### src/rtl/core/swam_pkg.sv
// Shared types and constants for the sliding window anagram matcher.
// No dependencies.
`default_nettype none

package swam_pkg;

  localparam int LETTER_W = 5;
  localparam int ACT_W    = 2;

  typedef enum logic [ACT_W-1:0] {
    ACT_PATTERN = 2'd0,
    ACT_TEXT    = 2'd1,
    ACT_CLEAR   = 2'd2,
    ACT_NONE    = 2'd3
  } action_t;

  // per-word control broadcast to every letter lane
  typedef struct packed {
    logic                en;
    logic                pat_add;
    logic                wipe_pat;
    logic                wipe_win;
    logic                txt;
    logic                evict;
    logic [LETTER_W-1:0] add_letter;
    logic [LETTER_W-1:0] sub_letter;
  } lane_ctl_t;

endpackage

`default_nettype wire

### src/rtl/core/swam_lane.sv
// One letter lane: pattern and window counts for a single letter code.
// Depends on swam_pkg.
`default_nettype none

module swam_lane
  import swam_pkg::*;
#(
  parameter int LETTER = 0,
  parameter int CNT_W  = 9
) (
  input  wire logic      clk,
  input  wire logic      rst,
  input  wire lane_ctl_t ctl,
  output logic           differ_next
);

  logic [CNT_W-1:0] pat_count;
  logic [CNT_W-1:0] win_count;
  logic [CNT_W-1:0] pat_count_next;
  logic [CNT_W-1:0] win_count_next;
  logic             hit_add;
  logic             hit_sub;

  assign hit_add = (32'(ctl.add_letter) == LETTER);
  assign hit_sub = (32'(ctl.sub_letter) == LETTER) && ctl.evict;

  always_comb begin
    pat_count_next = pat_count;
    win_count_next = win_count;
    if (ctl.en) begin
      if (ctl.wipe_pat) begin
        pat_count_next = '0;
      end else if (ctl.pat_add && hit_add) begin
        pat_count_next = pat_count + CNT_W'(1);
      end
      if (ctl.wipe_win) begin
        win_count_next = '0;
      end else if (ctl.txt) begin
        win_count_next = win_count + CNT_W'(hit_add) - CNT_W'(hit_sub);
      end
    end
  end

  assign differ_next = (win_count_next != pat_count_next);

  always_ff @(posedge clk) begin
    if (rst) begin
      pat_count <= '0;
      win_count <= '0;
    end else begin
      pat_count <= pat_count_next;
      win_count <= win_count_next;
    end
  end

endmodule

`default_nettype wire

### src/rtl/core/swam_ring.sv
// Ring of recent text letters: one write and one registered read per cycle.
// A read of the address being written returns the new word. Depends on swam_pkg.
`default_nettype none

module swam_ring
  import swam_pkg::*;
#(
  parameter int DEPTH = 256,
  parameter int AW    = 8
) (
  input  wire logic                clk,
  input  wire logic                we,
  input  wire logic [AW-1:0]       waddr,
  input  wire logic [LETTER_W-1:0] wdata,
  input  wire logic [AW-1:0]       raddr,
  output logic      [LETTER_W-1:0] rdata
);

  logic [LETTER_W-1:0] mem [DEPTH];

  always_ff @(posedge clk) begin
    if (we) begin
      mem[waddr] <= wdata;
    end
  end

  always_ff @(posedge clk) begin
    if (we && (waddr == raddr)) begin
      rdata <= wdata;
    end else begin
      rdata <= mem[raddr];
    end
  end

endmodule

`default_nettype wire

### src/rtl/core/sliding_window_anagram_matcher.sv
// Sliding window anagram matcher: top level with input and result registers.
// Depends on swam_pkg, swam_lane and swam_ring.
//
// Takes one word per cycle unless the output side stalls and returns exactly one result
// word for each, through the input and result registers. The cycle is set by the letter
// lanes (increment, decrement and compare of one letter's counts) and the OR over all
// lanes; the evicted letter comes from the ring memory, whose registered read is issued
// ahead from the pointer state that the word now executing leaves behind. No clearing
// pass after reset: ring entries are only read once written since the last pattern change.
`default_nettype none

module sliding_window_anagram_matcher
  import swam_pkg::*;
#(
  parameter int MAX_PATTERN = 256,
  parameter int ALPHABET    = 26,
  parameter int INDEX_BITS  = 16
) (
  input  wire logic                  clk,
  input  wire logic                  rst,
  input  wire logic                  in_valid,
  output logic                       in_ready,
  input  wire logic [ACT_W-1:0]      action,
  input  wire logic [LETTER_W-1:0]   letter,
  output logic                       out_valid,
  input  wire logic                  out_ready,
  output logic                       match,
  output logic      [INDEX_BITS-1:0] start_index,
  output logic                       pattern_overflow
);

  localparam int LEN_W  = $clog2(MAX_PATTERN + 1);
  localparam int RING_W = (MAX_PATTERN > 1) ? $clog2(MAX_PATTERN) : 1;

  // input register
  logic                in_full;
  action_t             act_q;
  logic [LETTER_W-1:0] letter_q;

  // state
  logic [LEN_W-1:0]      plen;
  logic [LEN_W-1:0]      fill;
  logic [RING_W-1:0]     rp;
  logic [INDEX_BITS-1:0] tp;
  logic [LEN_W-1:0]      plen_next;
  logic [LEN_W-1:0]      fill_next;
  logic [RING_W-1:0]     rp_next;
  logic [INDEX_BITS-1:0] tp_next;

  logic fire;
  logic is_pat;
  logic is_txt;
  logic is_clr;
  logic pat_full;
  logic in_alpha;
  logic pat_add;
  logic txt;
  logic evict;
  logic restart;

  logic [LETTER_W-1:0] old_letter;
  logic [RING_W-1:0]   rd_addr;
  logic [LEN_W:0]      rd_sum;
  lane_ctl_t           ctl;
  logic [ALPHABET-1:0] differ;

  logic                  match_next;
  logic [INDEX_BITS-1:0] start_next;

  assign fire     = in_full && (!out_valid || out_ready);
  assign in_ready = !in_full || fire;

  assign is_pat   = (act_q == ACT_PATTERN);
  assign is_txt   = (act_q == ACT_TEXT);
  assign is_clr   = (act_q == ACT_CLEAR);
  assign pat_full = (plen == LEN_W'(MAX_PATTERN));
  assign in_alpha = (32'(letter_q) < ALPHABET);
  assign pat_add  = is_pat && !pat_full && in_alpha;
  assign txt      = is_txt && (plen != '0);
  assign evict    = (fill == plen);
  assign restart  = pat_add || is_clr;

  always_comb begin
    plen_next = plen;
    fill_next = fill;
    rp_next   = rp;
    tp_next   = tp;
    if (fire) begin
      if (is_clr) begin
        plen_next = '0;
      end else if (pat_add) begin
        plen_next = plen + LEN_W'(1);
      end
      if (restart) begin
        fill_next = '0;
        rp_next   = '0;
        tp_next   = '0;
      end else if (is_txt) begin
        tp_next = tp + INDEX_BITS'(1);
        if (txt) begin
          if (!evict) begin
            fill_next = fill + LEN_W'(1);
          end
          rp_next = (rp == RING_W'(MAX_PATTERN - 1)) ? '0 : rp + RING_W'(1);
        end
      end
    end
  end

  // slot of the letter leaving the window for the word after this one
  assign rd_sum  = (LEN_W + 1)'(rp_next) + (LEN_W + 1)'(MAX_PATTERN) - (LEN_W + 1)'(plen_next);
  assign rd_addr = (rd_sum >= (LEN_W + 1)'(MAX_PATTERN))
                 ? RING_W'(rd_sum - (LEN_W + 1)'(MAX_PATTERN))
                 : RING_W'(rd_sum);

  swam_ring #(
    .DEPTH (MAX_PATTERN),
    .AW    (RING_W)
  ) u_ring (
    .clk   (clk),
    .we    (fire && txt),
    .waddr (rp),
    .wdata (letter_q),
    .raddr (rd_addr),
    .rdata (old_letter)
  );

  always_comb begin
    ctl.en         = fire;
    ctl.pat_add    = pat_add;
    ctl.wipe_pat   = is_clr;
    ctl.wipe_win   = restart;
    ctl.txt        = txt;
    ctl.evict      = evict;
    ctl.add_letter = letter_q;
    ctl.sub_letter = old_letter;
  end

  for (genvar k = 0; k < ALPHABET; k++) begin : g_lane
    swam_lane #(
      .LETTER (k),
      .CNT_W  (LEN_W)
    ) u_lane (
      .clk         (clk),
      .rst         (rst),
      .ctl         (ctl),
      .differ_next (differ[k])
    );
  end

  assign match_next = txt && (fill_next == plen) && !(|differ);
  assign start_next = match_next ? (tp - (INDEX_BITS'(plen) - INDEX_BITS'(1))) : '0;

  always_ff @(posedge clk) begin
    if (rst) begin
      in_full <= 1'b0;
    end else if (in_ready) begin
      in_full <= in_valid;
    end
  end

  always_ff @(posedge clk) begin
    if (in_valid && in_ready) begin
      act_q    <= action_t'(action);
      letter_q <= letter;
    end
  end

  always_ff @(posedge clk) begin
    if (rst) begin
      plen <= '0;
      fill <= '0;
      rp   <= '0;
      tp   <= '0;
    end else begin
      plen <= plen_next;
      fill <= fill_next;
      rp   <= rp_next;
      tp   <= tp_next;
    end
  end

  always_ff @(posedge clk) begin
    if (rst) begin
      out_valid <= 1'b0;
    end else if (fire) begin
      out_valid <= 1'b1;
    end else if (out_ready) begin
      out_valid <= 1'b0;
    end
  end

  always_ff @(posedge clk) begin
    if (fire) begin
      match            <= match_next;
      start_index      <= start_next;
      pattern_overflow <= is_pat && pat_full;
    end
  end

  a_plen_cap : assert property (@(posedge clk) disable iff (rst)
    plen <= LEN_W'(MAX_PATTERN))
    else $error("pattern length above capacity");

  a_fill_cap : assert property (@(posedge clk) disable iff (rst)
    fill <= plen)
    else $error("window fill above pattern length");

  a_ring_ptr : assert property (@(posedge clk) disable iff (rst)
    32'(rp) < MAX_PATTERN)
    else $error("ring pointer out of range");

  a_clear : assert property (@(posedge clk) disable iff (rst)
    fire && is_clr |=> (plen == '0) && (fill == '0) && (tp == '0))
    else $error("clear left state behind");

  a_excl : assert property (@(posedge clk) disable iff (rst)
    out_valid && match |-> !pattern_overflow)
    else $error("match and overflow in one word");

endmodule

`default_nettype wire
### config.mk
export PLATFORM = sky130hd
export DESIGN_NAME = sliding_window_anagram_matcher
export DESIGN_NICKNAME = d
export VERILOG_FILES = /design/src/rtl/core/swam_pkg.sv /design/src/rtl/core/swam_lane.sv /design/src/rtl/core/swam_ring.sv /design/src/rtl/core/sliding_window_anagram_matcher.sv
export SDC_FILE = /design/constraint.sdc
export NUM_CORES = 2
export LEC_CHECK = 0
export BUFFER_PORTS_ARGS = -buffer_cell sky130_fd_sc_hd__buf_2
export CAP_MARGIN = 20
export CORE_ASPECT_RATIO = 1.5
export CORE_MARGIN = 2
export CORE_UTILIZATION = 30
export CTS_CLUSTER_SIZE = 25
export DETAILED_ROUTE_END_ITERATION = 8
export MAX_ROUTING_LAYER = met4
export PLACE_DENSITY = 0.45
export SLEW_MARGIN = 20
export SYNTH_ARGS = -nofsm -noshare
export SYNTH_HDL_FRONTEND = slang
export SYNTH_HIERARCHICAL = 1
export SYNTH_SLANG_ARGS = --single-unit
### constraint.sdc
create_clock -name clk -period 38.7 [get_ports clk]
set_input_delay 5.805 -clock clk [delete_from_list [all_inputs] [get_ports clk]]
set_output_delay 5.805 -clock clk [all_outputs]
set_load 0.005 [all_outputs]
==> results.txt <==
r2r endpoint = start_index[6]
Avg WL per Cell = 22.6 µm
Vias = 62200
Finished Cell Area = 0.104 mm²
Leakage Power = 33.9 nW
Cells after Synth = 7764
Core ar. = 0.311 mm²
# placed instances = 11700
vias in the first global route = 65200
RSZ-0062 raised after global routing = false
initial core utilization = 30.1%
dpl hpwl = 184000 µm
largest net degree at the start of global routing = 170
Final Cycle Share = 32.0%
Synthesis Warnings = 6
io pins = 31
HP Start = g_lane[18].u_lane/win_count[6]
final WL = 271000 µm
grt met2 use = 32.6%
Hold Path Sink = g_lane[18].u_lane/win_count[6]
synthesized area per cell = 12.1 µm²
Rel. slew slack = 23.0%
Post-CTS Setup Bufs = 0
synth top area cells = edfxtp_1, dfxtp_1, mux4_2, ha_1, nor2_1
Die Width = 460 µm
worst-skew pair later-pin latency = 0.90 ns
Setup Skew = 0.0849 ns
largest vdd supply drop = 33.6 µV
flop-to-flop setup slack = 27.42 ns
FILL cells = 30700
critical path fanouts, max = 5
critical path startpoint category = input pin
IO buf count = 30
worst path arrival time = 6.58 ns
setup violators final = 0
worst min-delay path class = reg -> reg
post-synthesis net count = 8091
first-pass GRT wire length = 408000 µm
Synth area leader = edfxtp_1
PD cells = 41.2 mW/mm²
combinational share of power = 8.2%
area delta synth->final = 11.6%
NetSw = 1.05 mW
total die area = 0.316 mm²
met1 Track Usage GR = 18.7%
cts hold-fix bufs = 0
met3 GRT Util = 1.79%
CTS buffer count = 194
Reg clk slew, reported paths = 0.06 ns
post-layout minimum cycle time = 12.39 ns
clk sinks = 1825
H-Tree Depth = 4
Crit. End Element = output port
# resized after CTS = 0
total track usage = 17.4%
Routed Antenna Nets = 0
Starting DRT DRC Count = 3392
total congestion overflow = 0
Main synth FF type = edfxtp_1
hold slack = 0.504 ns
initial antenna violation count = 2
worst setup path class = in -> out
switch share = 24.4%
Non-Filler Instances = 12000
asr flop ratio synth = 0%
GRT busiest layer = met2
Rows = 251
drt pass-1 iters = 6
max-cap violations = 0
cell-internal power = 3.26 mW
Hold Violations, Final = 0
reg2reg path depth = 28
fin util = 33.6%
layout cells sized above 1 = 12.3%
Clk pwr share = 42.9%
number of flops mapped to enable cells by yosys = 1305
Reg power frac = 48.9%
Synth top area share = 41.9%
DR vias/cell = 5.17
CP Data Required Time = 32.90 ns
CTS max path bufs = 4
nets@finish = 8150
post-synthesis sequential area ratio = 53.0%
Worst Tran Pin Value = 1.15 ns
Die Height = 688 µm
setup TNS = 0 ns
Netlist cell types = 130
Post-Syn Area = 0.0936 mm²
Slew Limit Fails = 0
# DRC = 0
status = finished clean
CTS tree = yes
RD Place Congestion = 0.847
hold path depth = 2
fmax = 80.7 MHz
placed inst area = 0.0983 mm²
Clock Tree Root = clkbuf_16
#FFs+latches synth = 1825
==> power by group through the flow <==
stage	clock network [mW]	registers [mW]	logic (mW)
detailed placement	0	2.15	0.361
finish	1.85	2.11	0.355
floorplan	0	2.16	0.212
CTS	1.91	2.10	0.363
global route	1.97	2.10	0.384
global placement	0	2.15	0.360
==> area by class of cell <==
type                    count  area [µm²]  share of cell area (%)
flip-flops and latches   1825       49600                    47.5
inverters                 324        1230                    1.18
diodes                      5        12.5                  0.0120
well taps                4048        5060                    4.85
clock buffers             238        5140                    4.92
repair buffers            146        1150                    1.10
clock inverters           105         953                   0.913
multi-input cells        5332       41300                    39.5
==> cells in the mapped netlist (35+ instances only) <==
cell type  count
edfxtp_1    1305
buf_6         39
nor2b_1      198
dfxtp_1      520
mux4_2       289
nor4_1        66
buf_2         49
and3b_1       35
nand4_1      122
inv_1        321
and2_1        63
a211oi_1      69
nand2b_1     159
nand4b_1      35
xnor2_1      322
nor3_1       133
o31ai_1       41
nand2_1      481
o21ai_0      119
o21a_1        56
a22oi_1      155
nand3_1      252
a21o_1        69
clkbuf_1     129
xor2_1       262
a21oi_1      259
and3_1        57
or3_1         50
mux2i_1      153
nor2_1       818
ha_1         288
o22ai_1       44
==> flip-flops by register name, summed over array words and instances (netlist names), named ones only <==
signal and count:
fill 9, plen 8, u_ring/mem 1280, match 1
out_valid 1, in_full 1, start_index 16, pattern_overflow 1
g_lane.u_lane/pat_count 234, tp 16, rp 8, g_lane.u_lane/win_count 234
letter_q 5, act_q 2
==> layer usage <==
| metal | part of all wire [%] | wire (µm) |
|---|---|---|
| met1 | 38 | 104000 |
| met2 | 55 | 148000 |
| met3 | 3.1 | 8460 |
| met4 | 3.9 | 10500 |
| met5 | 0 | 0 |
==> cells by family (layout without fill, tap and decap cells) <==
| family | after synthesis | count (layout) | synth area share, % |
|---|---|---|---|
| AOI/OAI and AO/OA | 1194 | 1194 | 9.35 |
| xor gates and xnor gates | 588 | 588 | 5.54 |
| adders and majority gates | 316 | 316 | 4.45 |
| buffers and inverters | 607 | 813 | 2.96 |
| DFF | 1825 | 1825 | 53.0 |
| muxes | 468 | 468 | 8.93 |
| other | 0 | 5 | 0 |
| and+or+nand+nor | 2766 | 2766 | 15.8 |
==> how the worst max path moves through the flow <==
stage	from	to	slack, ns	depth (start not counted)
final	out_ready	in_ready	26.31	4
after global routing	out_ready	in_ready	26.22	4
after CTS	out_ready	in_ready	26.30	4
after detailed placement	out_ready	in_ready	26.30	4
after global placement	out_ready	in_ready	26.34	4
after floorplan	letter_q[2]	start_index[10]	25.70	15
==> layout by cell type, fill, tap and decap left out, types with 106 or more instances in the layout <==
master	instances
nand4_1	122
nand3_1	252
nand2b_1	159
ha_1	288
inv_1	319
nor2_1	818
nor2b_1	195
nand2_1	480
nor3_1	132
xnor2_1	322
buf_4	106
a21oi_1	258
mux4_2	289
xor2_1	262
o21ai_0	119
dfxtp_1	515
a22oi_1	155
clkbuf_16	196
edfxtp_1	1305
mux2i_1	153
==> worst max-delay path, stage by stage <==
cell and delay [ns]:
buf_2 0.11, nor2b_1 0.40, nand2_1 0.12, buf_2 0.15
==> metrics by stage <==
step	total power [mW]	setup WS [ns]
floorplan	2.37	25.70
global placement	2.51	26.34
detailed placement	2.51	26.30
CTS	4.37	26.30
global route	4.46	26.22
finish	4.31	26.31
No activity file was read; power rests on OpenSTA's default activity.
